===== src/sv/mrm_pkg.sv =====
// Package: shared types, codes and the CRC step for the Modbus RTU master.
package mrm_pkg;

  localparam int RX_DEPTH_DEF = 16;
  localparam int WORD_LIMIT   = 10;

  localparam logic [7:0]  FN_WRITE_MULTI = 8'h10;
  localparam logic [7:0]  FN_READ_HOLD   = 8'h03;
  localparam logic [15:0] WRITE_ECHO_CNT = 16'h0001;
  localparam logic [7:0]  WRITE_BYTE_CNT = 8'h02;
  localparam logic [15:0] CRC_INIT       = 16'hFFFF;
  localparam logic [15:0] CRC_POLY       = 16'hA001;
  localparam logic [3:0]  WRITE_LEN      = 4'd11;
  localparam logic [3:0]  READ_LEN       = 4'd8;
  localparam logic [3:0]  WRITE_MIN_RX   = 4'd8;

  typedef enum logic [1:0] {
    ACT_WRITE = 2'd0,
    ACT_READ  = 2'd1,
    ACT_BYTE  = 2'd2,
    ACT_TICK  = 2'd3
  } action_t;

  typedef enum logic [1:0] {
    KIND_TX     = 2'd0,
    KIND_STATUS = 2'd1,
    KIND_WORD   = 2'd2
  } kind_t;

  typedef enum logic [2:0] {
    STAT_OK        = 3'd0,
    STAT_BAD_PARAM = 3'd1,
    STAT_TIMEOUT   = 3'd2,
    STAT_MISMATCH  = 3'd3,
    STAT_CRC       = 3'd4,
    STAT_EXCEPTION = 3'd5,
    STAT_BUSY      = 3'd6
  } status_t;

  typedef enum logic [2:0] {
    CFG_MAX_ADDR  = 3'd0,
    CFG_IDLE_GAP  = 3'd1,
    CFG_WR_TMO    = 3'd2,
    CFG_RD_TMO    = 3'd3,
    CFG_CHECK_WR  = 3'd4
  } cfg_idx_t;

  typedef enum logic [2:0] {
    ST_IDLE,
    ST_TX,
    ST_STAT,
    ST_RDHI,
    ST_RDLO,
    ST_WORD
  } state_t;

  function automatic logic [15:0] crc_byte(input logic [15:0] c_in, input logic [7:0] b);
    logic [15:0] c;
    c = c_in ^ {8'h00, b};
    for (int i = 0; i < 8; i++) begin
      c = c[0] ? ((c >> 1) ^ CRC_POLY) : (c >> 1);
    end
    return c;
  endfunction

endpackage


===== src/sv/mrm_chan_if.sv =====
// Interfaces: request channel and result channel with valid/ready handshake.
interface mrm_in_if;
  logic               valid;
  logic               ready;
  logic        [1:0]  action;
  logic        [7:0]  dev_address;
  logic        [15:0] reg_address;
  logic signed [15:0] write_value;
  logic        [6:0]  word_count;
  logic        [7:0]  rx_byte;

  modport source (output valid, action, dev_address, reg_address, write_value, word_count,
                  rx_byte, input ready);
  modport sink   (input valid, action, dev_address, reg_address, write_value, word_count,
                  rx_byte, output ready);
endinterface

interface mrm_out_if;
  logic        valid;
  logic        ready;
  logic [1:0]  kind;
  logic [7:0]  tx_byte;
  logic [15:0] data_word;
  logic [2:0]  status;
  logic [7:0]  exception_code;
  logic        last;

  modport source (output valid, kind, tx_byte, data_word, status, exception_code, last,
                  input ready);
  modport sink   (input valid, kind, tx_byte, data_word, status, exception_code, last,
                  output ready);
endinterface


===== src/sv/mrm_ram.sv =====
// Generic single-port RAM with registered read.
module mrm_ram #(
  parameter int WIDTH = 8,
  parameter int DEPTH = 16
) (
  input  logic                     clk,
  input  logic                     we,
  input  logic [$clog2(DEPTH)-1:0] addr,
  input  logic [WIDTH-1:0]         wdata,
  output logic [WIDTH-1:0]         rdata
);
  logic [WIDTH-1:0] mem [DEPTH];

  always_ff @(posedge clk) begin
    if (we) begin
      mem[addr] <= wdata;
    end
    rdata <= mem[addr];
  end
endmodule


===== src/sv/modbus_rtu_master_transaction.sv =====
// Top level: Modbus RTU master transaction engine.
// Usage:
//   in_ch carries one action per beat: write request, read request, received
//   line byte, or one timer tick. out_ch carries result beats: frame bytes to
//   transmit, a transaction status, and data words of a good read; the final
//   beat caused by an action has last set. cfg_we/cfg_idx/cfg_wdata write the
//   five setup registers; the user must do so only while the block is idle,
//   which the block does not enforce. A request sends its frame bytes (8 or 11
//   beats); the shared CRC unit folds one byte per cycle while out_ch does not
//   stall. A tick that closes the frame moves the sequencer to the status state,
//   which registers the status beat; each data word then goes through the RDHI,
//   RDLO and WORD states and the registered read port of the receive store.
//   The response CRC is folded as bytes arrive, so no pass over the store runs.
//   Reset returns setup registers to their defaults and the engine to idle.
//   When out_ch stalls, the result register holds its beat and the sequencer
//   waits; in_ch is ready only while the sequencer is idle.
module modbus_rtu_master_transaction #(
  parameter int RX_DEPTH = mrm_pkg::RX_DEPTH_DEF
) (
  input  logic                    clk,
  input  logic                    rst_n,
  mrm_in_if.sink                  in_ch,
  mrm_out_if.source               out_ch,
  input  logic                    cfg_we,
  input  mrm_pkg::cfg_idx_t       cfg_idx,
  input  logic [7:0]              cfg_wdata
);
  import mrm_pkg::*;

  localparam int AW = $clog2(RX_DEPTH);
  localparam int FW = $clog2(RX_DEPTH + 1);

  state_t      state_r, state_nxt;
  logic        busy_r, busy_nxt;
  logic        pend_read_r, pend_read_nxt;
  logic [7:0]  exp_addr_r, exp_addr_nxt;
  logic [15:0] exp_reg_r, exp_reg_nxt;
  logic [6:0]  exp_cnt_r, exp_cnt_nxt;
  logic [15:0] wval_r, wval_nxt;
  logic [FW-1:0] fill_r, fill_nxt;
  logic [7:0]  silent_r, silent_nxt;
  logic [15:0] crc_r, crc_nxt;
  logic [7:0]  hdr_r [6];
  logic [7:0]  hdr_nxt [6];
  logic [3:0]  idx_r, idx_nxt;
  logic [3:0]  words_r, words_nxt;
  logic [AW-1:0] rd_addr_r, rd_addr_nxt;
  logic [7:0]  hi_r, hi_nxt;
  status_t     stat_r, stat_nxt;
  logic [7:0]  exc_r, exc_nxt;

  logic [7:0]  cfg_max_r, cfg_gap_r, cfg_wtmo_r, cfg_rtmo_r;
  logic        cfg_chk_r;

  logic        ov_r, ov_nxt;
  kind_t       okind_r, okind_nxt;
  logic [7:0]  otx_r, otx_nxt;
  logic [15:0] oword_r, oword_nxt;
  status_t     ostat_r, ostat_nxt;
  logic [7:0]  oexc_r, oexc_nxt;
  logic        olast_r, olast_nxt;

  logic        accept, out_free;
  action_t     act;
  logic        bad_req;
  logic [7:0]  sil_inc, limit;
  logic        frame_end;
  status_t     judge_stat;
  logic [7:0]  judge_exc;
  logic [3:0]  judge_words;
  logic        crc_ok;
  logic [3:0]  tx_len;
  logic [7:0]  tx_cur;
  logic [7:0]  crc_b;
  logic [15:0] crc_out;
  logic [AW-1:0] rd_addr_inc;
  logic        ram_we;
  logic [AW-1:0] ram_addr;
  logic [7:0]  ram_rdata;

  assign in_ch.ready = (state_r == ST_IDLE);
  assign accept      = in_ch.valid && (state_r == ST_IDLE);
  assign act         = action_t'(in_ch.action);
  assign out_free    = !ov_r || out_ch.ready;

  assign out_ch.valid          = ov_r;
  assign out_ch.kind           = okind_r;
  assign out_ch.tx_byte        = otx_r;
  assign out_ch.data_word      = oword_r;
  assign out_ch.status         = ostat_r;
  assign out_ch.exception_code = oexc_r;
  assign out_ch.last           = olast_r;

  // shared CRC unit
  assign crc_b   = (state_r == ST_TX) ? tx_cur : in_ch.rx_byte;
  assign crc_out = crc_byte(crc_r, crc_b);

  assign tx_len = pend_read_r ? READ_LEN : WRITE_LEN;

  always_comb begin
    tx_cur = 8'h00;
    case (idx_r)
      4'd0: tx_cur = exp_addr_r;
      4'd1: tx_cur = pend_read_r ? FN_READ_HOLD : FN_WRITE_MULTI;
      4'd2: tx_cur = exp_reg_r[15:8];
      4'd3: tx_cur = exp_reg_r[7:0];
      4'd4: tx_cur = 8'h00;
      4'd5: tx_cur = pend_read_r ? {1'b0, exp_cnt_r} : WRITE_ECHO_CNT[7:0];
      4'd6: tx_cur = pend_read_r ? crc_r[7:0] : WRITE_BYTE_CNT;
      4'd7: tx_cur = pend_read_r ? crc_r[15:8] : wval_r[15:8];
      4'd8: tx_cur = wval_r[7:0];
      4'd9: tx_cur = crc_r[7:0];
      4'd10: tx_cur = crc_r[15:8];
      default: tx_cur = 8'h00;
    endcase
  end

  assign bad_req = (in_ch.dev_address == 8'd0) || (in_ch.dev_address > cfg_max_r) ||
                   ((act == ACT_READ) && (in_ch.word_count == 7'd0));

  assign sil_inc   = (silent_r == 8'hFF) ? silent_r : silent_r + 8'd1;
  assign limit     = pend_read_r ? cfg_rtmo_r : cfg_wtmo_r;
  assign frame_end = (sil_inc >= limit) || ((fill_r != '0) && (sil_inc > cfg_gap_r));
  assign crc_ok    = (fill_r >= FW'(2)) && (crc_r == 16'h0000);

  always_comb begin
    judge_stat  = STAT_OK;
    judge_exc   = 8'h00;
    judge_words = 4'd0;
    if (!pend_read_r) begin
      if (fill_r < FW'(WRITE_MIN_RX)) begin
        judge_stat = STAT_TIMEOUT;
      end else if (cfg_chk_r && (hdr_r[0] != exp_addr_r)) begin
        judge_stat = STAT_MISMATCH;
      end else if (cfg_chk_r && !crc_ok) begin
        judge_stat = STAT_CRC;
      end else if (hdr_r[1][7]) begin
        judge_stat = STAT_EXCEPTION;
        judge_exc  = hdr_r[2];
      end else if ((hdr_r[1] != FN_WRITE_MULTI) || ({hdr_r[2], hdr_r[3]} != exp_reg_r) ||
                   ({hdr_r[4], hdr_r[5]} != WRITE_ECHO_CNT)) begin
        judge_stat = STAT_MISMATCH;
      end
    end else begin
      if (10'(fill_r) < (10'd5 + 10'({exp_cnt_r, 1'b0}))) begin
        judge_stat = STAT_TIMEOUT;
      end else if (hdr_r[0] != exp_addr_r) begin
        judge_stat = STAT_MISMATCH;
      end else if (!crc_ok) begin
        judge_stat = STAT_CRC;
      end else if (hdr_r[1][7]) begin
        judge_stat = STAT_EXCEPTION;
        judge_exc  = hdr_r[2];
      end else if ((hdr_r[1] != FN_READ_HOLD) || (hdr_r[2] != {exp_cnt_r, 1'b0})) begin
        judge_stat = STAT_MISMATCH;
      end else begin
        judge_words = (exp_cnt_r > 7'(WORD_LIMIT)) ? 4'(WORD_LIMIT) : exp_cnt_r[3:0];
      end
    end
  end

  assign rd_addr_inc = (rd_addr_r == AW'(RX_DEPTH - 1)) ? '0 : rd_addr_r + AW'(1);

  // next state
  always_comb begin
    state_nxt = state_r;
    case (state_r)
      ST_IDLE: begin
        if (accept) begin
          case (act)
            ACT_WRITE, ACT_READ: state_nxt = (busy_r || bad_req) ? ST_STAT : ST_TX;
            ACT_TICK: if (busy_r && frame_end) state_nxt = ST_STAT;
            default: state_nxt = ST_IDLE;
          endcase
        end
      end
      ST_TX: if (out_free && (idx_r == tx_len - 4'd1)) state_nxt = ST_IDLE;
      ST_STAT: if (out_free) state_nxt = (words_r != 4'd0) ? ST_RDHI : ST_IDLE;
      ST_RDHI: state_nxt = ST_RDLO;
      ST_RDLO: state_nxt = ST_WORD;
      ST_WORD: if (out_free) state_nxt = (idx_r == words_r - 4'd1) ? ST_IDLE : ST_RDHI;
      default: state_nxt = ST_IDLE;
    endcase
  end

  // datapath and outputs
  always_comb begin
    busy_nxt      = busy_r;
    pend_read_nxt = pend_read_r;
    exp_addr_nxt  = exp_addr_r;
    exp_reg_nxt   = exp_reg_r;
    exp_cnt_nxt   = exp_cnt_r;
    wval_nxt      = wval_r;
    fill_nxt      = fill_r;
    silent_nxt    = silent_r;
    crc_nxt       = crc_r;
    hdr_nxt       = hdr_r;
    idx_nxt       = idx_r;
    words_nxt     = words_r;
    rd_addr_nxt   = rd_addr_r;
    hi_nxt        = hi_r;
    stat_nxt      = stat_r;
    exc_nxt       = exc_r;
    ram_we        = 1'b0;
    ram_addr      = rd_addr_r;
    ov_nxt        = out_ch.ready ? 1'b0 : ov_r;
    okind_nxt     = okind_r;
    otx_nxt       = otx_r;
    oword_nxt     = oword_r;
    ostat_nxt     = ostat_r;
    oexc_nxt      = oexc_r;
    olast_nxt     = olast_r;
    case (state_r)
      ST_IDLE: begin
        ram_addr = fill_r[AW-1:0];
        if (accept) begin
          case (act)
            ACT_WRITE, ACT_READ: begin
              words_nxt = 4'd0;
              exc_nxt   = 8'h00;
              if (busy_r) begin
                stat_nxt = STAT_BUSY;
              end else if (bad_req) begin
                stat_nxt = STAT_BAD_PARAM;
              end else begin
                busy_nxt      = 1'b1;
                pend_read_nxt = (act == ACT_READ);
                exp_addr_nxt  = in_ch.dev_address;
                exp_reg_nxt   = in_ch.reg_address;
                exp_cnt_nxt   = in_ch.word_count;
                wval_nxt      = in_ch.write_value;
                fill_nxt      = '0;
                silent_nxt    = 8'h00;
                crc_nxt       = CRC_INIT;
                idx_nxt       = 4'd0;
              end
            end
            ACT_BYTE: begin
              if (busy_r) begin
                silent_nxt = 8'h00;
                if (fill_r < FW'(RX_DEPTH)) begin
                  ram_we   = 1'b1;
                  fill_nxt = fill_r + FW'(1);
                  crc_nxt  = crc_out;
                  for (int i = 0; i < 6; i++) begin
                    if (fill_r == FW'(i)) hdr_nxt[i] = in_ch.rx_byte;
                  end
                end
              end
            end
            default: begin
              if (busy_r) begin
                silent_nxt = sil_inc;
                if (frame_end) begin
                  busy_nxt  = 1'b0;
                  stat_nxt  = judge_stat;
                  exc_nxt   = judge_exc;
                  words_nxt = judge_words;
                end
              end
            end
          endcase
        end
      end
      ST_TX: begin
        if (out_free) begin
          ov_nxt    = 1'b1;
          okind_nxt = KIND_TX;
          otx_nxt   = tx_cur;
          oword_nxt = 16'h0000;
          ostat_nxt = STAT_OK;
          oexc_nxt  = 8'h00;
          olast_nxt = (idx_r == tx_len - 4'd1);
          idx_nxt   = idx_r + 4'd1;
          if (idx_r < tx_len - 4'd2) begin
            crc_nxt = crc_out;
          end else if (idx_r == tx_len - 4'd1) begin
            crc_nxt = CRC_INIT;
          end
        end
      end
      ST_STAT: begin
        if (out_free) begin
          ov_nxt      = 1'b1;
          okind_nxt   = KIND_STATUS;
          otx_nxt     = 8'h00;
          oword_nxt   = 16'h0000;
          ostat_nxt   = stat_r;
          oexc_nxt    = exc_r;
          olast_nxt   = (words_r == 4'd0);
          idx_nxt     = 4'd0;
          rd_addr_nxt = AW'(3);
        end
      end
      ST_RDHI: rd_addr_nxt = rd_addr_inc;
      ST_RDLO: hi_nxt = ram_rdata;
      ST_WORD: begin
        if (out_free) begin
          ov_nxt      = 1'b1;
          okind_nxt   = KIND_WORD;
          otx_nxt     = 8'h00;
          oword_nxt   = {hi_r, ram_rdata};
          ostat_nxt   = STAT_OK;
          oexc_nxt    = 8'h00;
          olast_nxt   = (idx_r == words_r - 4'd1);
          idx_nxt     = idx_r + 4'd1;
          rd_addr_nxt = rd_addr_inc;
        end
      end
      default: ;
    endcase
  end

  mrm_ram #(
    .WIDTH (8),
    .DEPTH (RX_DEPTH)
  ) u_rx_store (
    .clk   (clk),
    .we    (ram_we),
    .addr  (ram_addr),
    .wdata (in_ch.rx_byte),
    .rdata (ram_rdata)
  );

  always_ff @(posedge clk) begin
    if (!rst_n) begin
      state_r     <= ST_IDLE;
      busy_r      <= 1'b0;
      pend_read_r <= 1'b0;
      fill_r      <= '0;
      silent_r    <= 8'h00;
      ov_r        <= 1'b0;
      cfg_max_r   <= 8'd4;
      cfg_gap_r   <= 8'd2;
      cfg_wtmo_r  <= 8'd5;
      cfg_rtmo_r  <= 8'd100;
      cfg_chk_r   <= 1'b0;
    end else begin
      state_r     <= state_nxt;
      busy_r      <= busy_nxt;
      pend_read_r <= pend_read_nxt;
      fill_r      <= fill_nxt;
      silent_r    <= silent_nxt;
      ov_r        <= ov_nxt;
      if (cfg_we) begin
        case (cfg_idx)
          CFG_MAX_ADDR: cfg_max_r  <= cfg_wdata;
          CFG_IDLE_GAP: cfg_gap_r  <= cfg_wdata;
          CFG_WR_TMO:   cfg_wtmo_r <= cfg_wdata;
          CFG_RD_TMO:   cfg_rtmo_r <= cfg_wdata;
          CFG_CHECK_WR: cfg_chk_r  <= cfg_wdata[0];
          default: ;
        endcase
      end
    end
  end

  always_ff @(posedge clk) begin
    exp_addr_r <= exp_addr_nxt;
    exp_reg_r  <= exp_reg_nxt;
    exp_cnt_r  <= exp_cnt_nxt;
    wval_r     <= wval_nxt;
    crc_r      <= crc_nxt;
    hdr_r      <= hdr_nxt;
    idx_r      <= idx_nxt;
    words_r    <= words_nxt;
    rd_addr_r  <= rd_addr_nxt;
    hi_r       <= hi_nxt;
    stat_r     <= stat_nxt;
    exc_r      <= exc_nxt;
    okind_r    <= okind_nxt;
    otx_r      <= otx_nxt;
    oword_r    <= oword_nxt;
    ostat_r    <= ostat_nxt;
    oexc_r     <= oexc_nxt;
    olast_r    <= olast_nxt;
  end

  a_fill_bound: assert property (@(posedge clk) disable iff (!rst_n)
    fill_r <= FW'(RX_DEPTH))
    else $error("receive fill beyond store depth");

  a_tx_busy: assert property (@(posedge clk) disable iff (!rst_n)
    (state_r == ST_TX) |-> busy_r)
    else $error("frame transmit without pending transaction");

  a_end_status: assert property (@(posedge clk) disable iff (!rst_n)
    $fell(busy_r) |-> (state_r == ST_STAT))
    else $error("transaction closed without status beat");

  a_words_read: assert property (@(posedge clk) disable iff (!rst_n)
    (state_r == ST_RDHI) |-> (pend_read_r && (words_r != 4'd0) && !busy_r))
    else $error("data word fetch outside a good read");

endmodule


===== src/flat_wrapper.sv =====
// flat-port wrapper written by rule: the top's interface ports become plain ports
module modbus_rtu_master_transaction_flat import mrm_pkg::*;
#(
  parameter int RX_DEPTH = mrm_pkg::RX_DEPTH_DEF
)
  (clk, rst_n, cfg_we, cfg_idx, cfg_wdata, in_ch_valid, in_ch_action, in_ch_dev_address, in_ch_reg_address, in_ch_write_value, in_ch_word_count, in_ch_rx_byte, in_ch_ready, out_ch_valid, out_ch_kind, out_ch_tx_byte, out_ch_data_word, out_ch_status, out_ch_exception_code, out_ch_last, out_ch_ready);
  mrm_in_if in_ch_i ();
  mrm_out_if out_ch_i ();
  input  logic clk;
  input  logic rst_n;
  input  logic cfg_we;
  input  mrm_pkg::cfg_idx_t cfg_idx;
  input  logic [7:0] cfg_wdata;
  input wire logic [$bits(in_ch_i.valid)-1:0] in_ch_valid;
  input wire logic [$bits(in_ch_i.action)-1:0] in_ch_action;
  input wire logic [$bits(in_ch_i.dev_address)-1:0] in_ch_dev_address;
  input wire logic [$bits(in_ch_i.reg_address)-1:0] in_ch_reg_address;
  input wire logic [$bits(in_ch_i.write_value)-1:0] in_ch_write_value;
  input wire logic [$bits(in_ch_i.word_count)-1:0] in_ch_word_count;
  input wire logic [$bits(in_ch_i.rx_byte)-1:0] in_ch_rx_byte;
  output wire logic [$bits(in_ch_i.ready)-1:0] in_ch_ready;
  output wire logic [$bits(out_ch_i.valid)-1:0] out_ch_valid;
  output wire logic [$bits(out_ch_i.kind)-1:0] out_ch_kind;
  output wire logic [$bits(out_ch_i.tx_byte)-1:0] out_ch_tx_byte;
  output wire logic [$bits(out_ch_i.data_word)-1:0] out_ch_data_word;
  output wire logic [$bits(out_ch_i.status)-1:0] out_ch_status;
  output wire logic [$bits(out_ch_i.exception_code)-1:0] out_ch_exception_code;
  output wire logic [$bits(out_ch_i.last)-1:0] out_ch_last;
  input wire logic [$bits(out_ch_i.ready)-1:0] out_ch_ready;
  assign in_ch_i.valid = in_ch_valid;
  assign in_ch_i.action = in_ch_action;
  assign in_ch_i.dev_address = in_ch_dev_address;
  assign in_ch_i.reg_address = in_ch_reg_address;
  assign in_ch_i.write_value = in_ch_write_value;
  assign in_ch_i.word_count = in_ch_word_count;
  assign in_ch_i.rx_byte = in_ch_rx_byte;
  assign in_ch_ready = in_ch_i.ready;
  assign out_ch_valid = out_ch_i.valid;
  assign out_ch_kind = out_ch_i.kind;
  assign out_ch_tx_byte = out_ch_i.tx_byte;
  assign out_ch_data_word = out_ch_i.data_word;
  assign out_ch_status = out_ch_i.status;
  assign out_ch_exception_code = out_ch_i.exception_code;
  assign out_ch_last = out_ch_i.last;
  assign out_ch_i.ready = out_ch_ready;
  modbus_rtu_master_transaction #(.RX_DEPTH(RX_DEPTH)) u_core (.clk(clk), .rst_n(rst_n), .in_ch(in_ch_i), .out_ch(out_ch_i), .cfg_we(cfg_we), .cfg_idx(cfg_idx), .cfg_wdata(cfg_wdata));
endmodule

===== config.mk =====
export PLATFORM = sky130hd
export DESIGN_NAME = modbus_rtu_master_transaction_flat
export DESIGN_NICKNAME = d
export VERILOG_FILES = /design/src/sv/mrm_pkg.sv /design/src/sv/mrm_chan_if.sv /design/src/sv/mrm_ram.sv /design/src/sv/modbus_rtu_master_transaction.sv /design/src/flat_wrapper.sv
export SDC_FILE = /design/constraint.sdc
export NUM_CORES = 1
export LEC_CHECK = 0
export ABC_AREA = 1
export BUFFER_PORTS_ARGS = -buffer_cell sky130_fd_sc_hd__buf_2
export CAP_MARGIN = 20
export CORE_MARGIN = 10
export CORE_UTILIZATION = 57
export CTS_CLUSTER_DIAMETER = 60
export DETAILED_ROUTE_END_ITERATION = 8
export PLACE_DENSITY = 0.84
export SLEW_MARGIN = 10
export SYNTH_ARGS = -nofsm -noshare
export SYNTH_HDL_FRONTEND = slang
export SYNTH_SLANG_ARGS = --single-unit

===== constraint.sdc =====
create_clock -name clk -period 13.8 [get_ports clk]
set_input_delay 2.76 -clock clk [delete_from_list [all_inputs] [get_ports clk]]
set_output_delay 2.76 -clock clk [all_outputs]
set_load 0.005 [all_outputs]

==> flow_summary_export.csv <==
group,metric,value,unit
placed_design,hpwlAfterDp,29300,um
critical_path,cpMostUsedCell,"inv_1",
synthesis,synth_ff_type,"edfxtp_1",
cells_and_area,drive_gt1_share,12.1,%
clock_network,cts.sink_count,368,
clock_network,ctsHtreeMaxLevel,2,
grt,grt_overflow,0,
drt,avgRoutedWirePerCell,20.2,um
critical_path,cp_data_arrival_time,5.22,ns
clock_network,cts_tree,"done",
synthesis,ys_seq_area_share,62.5,%
clock_network,clock_path_buffers,3,
drt,vias,12700,
pwr,peakVddDrop,109,uV
placed_design,place.port_buffers,112,
drt,ant_nets,0,
sta,rsz0062_at_grt,"no",
die,boundaryPins,113,
placed_design,gp_congestion,0.952,
synthesis,synth-edff-count,308,
grt,grt_max_degree,50,
sta,min_period_over_period,36.7,%
grt,antenna_found_initial,3,
critical_path,max_stage_delay,0.84,ns
synthesis,syn_nets,1711,
synthesis,synthDistinctLibCells,51,
clock_network,path_clk_slew,0.06,ns
synthesis,syn_inst,1593,
pwr,p_per_area,200,mW/mm2
sta,worst_slack,8.74,ns
clock_network,ctsHoldBuffers,0,
critical_path,crit_chain,"buf_2 > inv_1 > nor2_1 > inv_1 > nor3_1 > inv_1 > nor3_1",
die,chipHeight,191,um
cells_and_area,final_common_cell,"edfxtp_1",
cells_and_area,syn_to_final_growth,13.5,%
sta,fin_tns_setup,0,ns
sta,tightest_slew,1.02,ns
sta,skew,0.0281,ns
drt,first_pass_iters,8,
grt,grt_usage,23.1,%
sta,slew_viol_final,0,
critical_path,cpMaxStageDelayCell,"nor3_1",
die,start_util,58.1,%
synthesis,ys_seq_elements,368,
die,coreArea,0.0288,mm2
grt,grt_pass1_wl,66300,um
clock_network,numCtsBuffers,39,
placed_design,pre_cts_slack,8.13,ns
synthesis,synth_area,0.0167,mm2
clock_network,cts_setup_buffers,0,
sta,max_freq,0.197,GHz
cells_and_area,final_cell_mix,"edfxtp_1 (308), nand2_1 (250), inv_1 (178), nor2_1 (175), buf_2 (113)",
status,outcome,"completed",
critical_path,endpoint_kind,"flip-flop",
sta,final_hold_viol_count,0,
grt,grt_pass1_vias,12200,
sta,finalSetupViolations,0,
clock_network,insertion_delay,0.54,ns
sta,min_period,5.06,ns
critical_path,startpoint_type,"input port",
clock_network,clock_tree.root_cell,"clkbuf_16",
critical_path,critPathKind,"in2reg",
critical_path,critical_path_required,13.96,ns
synthesis,syn_area_per_cell,10.5,um2
cells_and_area,fin_nets,1830,
min_path,hp-class,"reg2reg",
die,die_area,0.0366,mm2
die,placementRows,62,
drt,drt_wl_total,43100,um
pwr,p_leak,7.43,nW
drt,via_per_inst,5.97,
drt,drtIter0Drc,1488,
synthesis,ys_warn_count,0,
critical_path,cp_max_fo,11,
flow_run,max-cap-violations,0,
sta,slew_headroom,31.4,%
die,die_x,191,um
drt,drc_errors,0,
synthesis,synthArstFlopShare,0,%
clock_network,ctsResizeCount,0,
-- state kept, by name (all words and copies together), names as in the netlist, 7 cells and up --
register,cells
u_core.cfg_gap_r,8
u_core.cfg_max_r,8
u_core.cfg_rtmo_r,8
u_core.cfg_wtmo_r,8
u_core.crc_r,16
u_core.exc_r,8
u_core.exp_addr_r,8
u_core.exp_cnt_r,7
u_core.exp_reg_r,16
u_core.hdr_r,48
u_core.hi_r,8
u_core.out_ch.data_word,16
u_core.out_ch.exception_code,8
u_core.out_ch.tx_byte,8
u_core.silent_r,8
u_core.u_rx_store.mem,128
u_core.u_rx_store.rdata,8
u_core.wval_r,16
-- power breakdown --
group	switching (mW)	internal (mW)
sequential	0.0894	1.39
clock	0.428	0.652
combinational	0.841	0.396
total	1.36	2.44
-- path summary, 6_finish.rpt --
path / startpoint / endpoint / slack (ns) / depth (start not counted)
worst max-delay path: in_ch_action[1] / u_core.hdr_r[42] / 8.74 / 7
worst min register to register: u_core.u_rx_store.rdata[1] / u_core.hi_r[1] / 0.43 / 0
worst max register to register: u_core.silent_r[0] / u_core.exc_r[1] / 10.17 / 19
worst min-delay path: u_core.u_rx_store.rdata[1] / u_core.hi_r[1] / 0.43 / 0
-- synth_stat cells (11+ instances only) --
library cell	count	share of area (%)
a22oi_1	64	2.9
dfxtp_1	60	7.2
ha_1	45	3.4
o21ai_0	60	1.8
clkbuf_1	17	0.38
nand2_1	250	5.6
nand4_1	32	1.2
edfxtp_1	308	55
nor4_1	11	0.41
or2_2	14	0.52
buf_2	21	0.63
nand3_1	107	3.2
nor2_1	176	4.0
xor2_1	21	1.1
inv_1	178	4.0
a21oi_1	96	2.9
nor3_1	31	0.93
-- per-stage QoR --
step | hold WS [ns] | utilization [%] | cells | power [mW] | instance area (um2)
floorplan | 0.408 | - | 1593 | 2.32 | 16700
detailed placement | 0.418 | 61.2 | 2052 | 2.69 | 17600
finish | 0.432 | 65.9 | 2127 | 3.80 | 19000
global route | 0.451 | 65.9 | 2127 | 3.98 | 19000
CTS | 0.434 | 65.8 | 2123 | 3.77 | 18900
global placement | 0.411 | 61.0 | 2048 | 2.62 | 17600
-- cells by family (layout without fill, tap and decap cells) --
| kind of cell | Yosys count | count (layout) | share of synthesized area [%] |
|---|---|---|---|
| other cells | 0 | 1 | 0 |
| mux | 3 | 3 | 0.180 |
| compound gates | 260 | 260 | 9.35 |
| flops | 368 | 368 | 62.5 |
| buf+inv | 231 | 380 | 5.71 |
| simple gates | 655 | 655 | 17.2 |
| fa+ha+maj | 45 | 45 | 3.37 |
| xor+xnor | 31 | 31 | 1.63 |
-- metal layers --
layer / vias up / wire length (um) / part of all wire (%) / track usage [%]
met2: 802 / 20400 / 47 / 37.6
li1: 5820 / - / - / -
met3: 120 / 4970 / 12 / 5.17
met5: - / 21 / 0.049 / 0
met1: 5945 / 16200 / 38 / 29.5
met4: 4 / 1530 / 3.5 / 9.19
-- worst max-delay path, delay by kind of cell --
| family | cells | cell delay [ns] |
|---|---|---|
| and+or+nand+nor | 3 | 1.72 |
| buffers and inverters | 4 | 0.73 |
-- area by class of cell --
type	count	area, um2
clock inverter	23	289
antenna	1	2.50
fill	2052	9820
inverter	181	682
timing repair buffer	128	701
multi-input combinational	994	5310
clock buffer	48	1040
tap	384	480
sequential	368	10500
(Power assumes the default switching activity.)
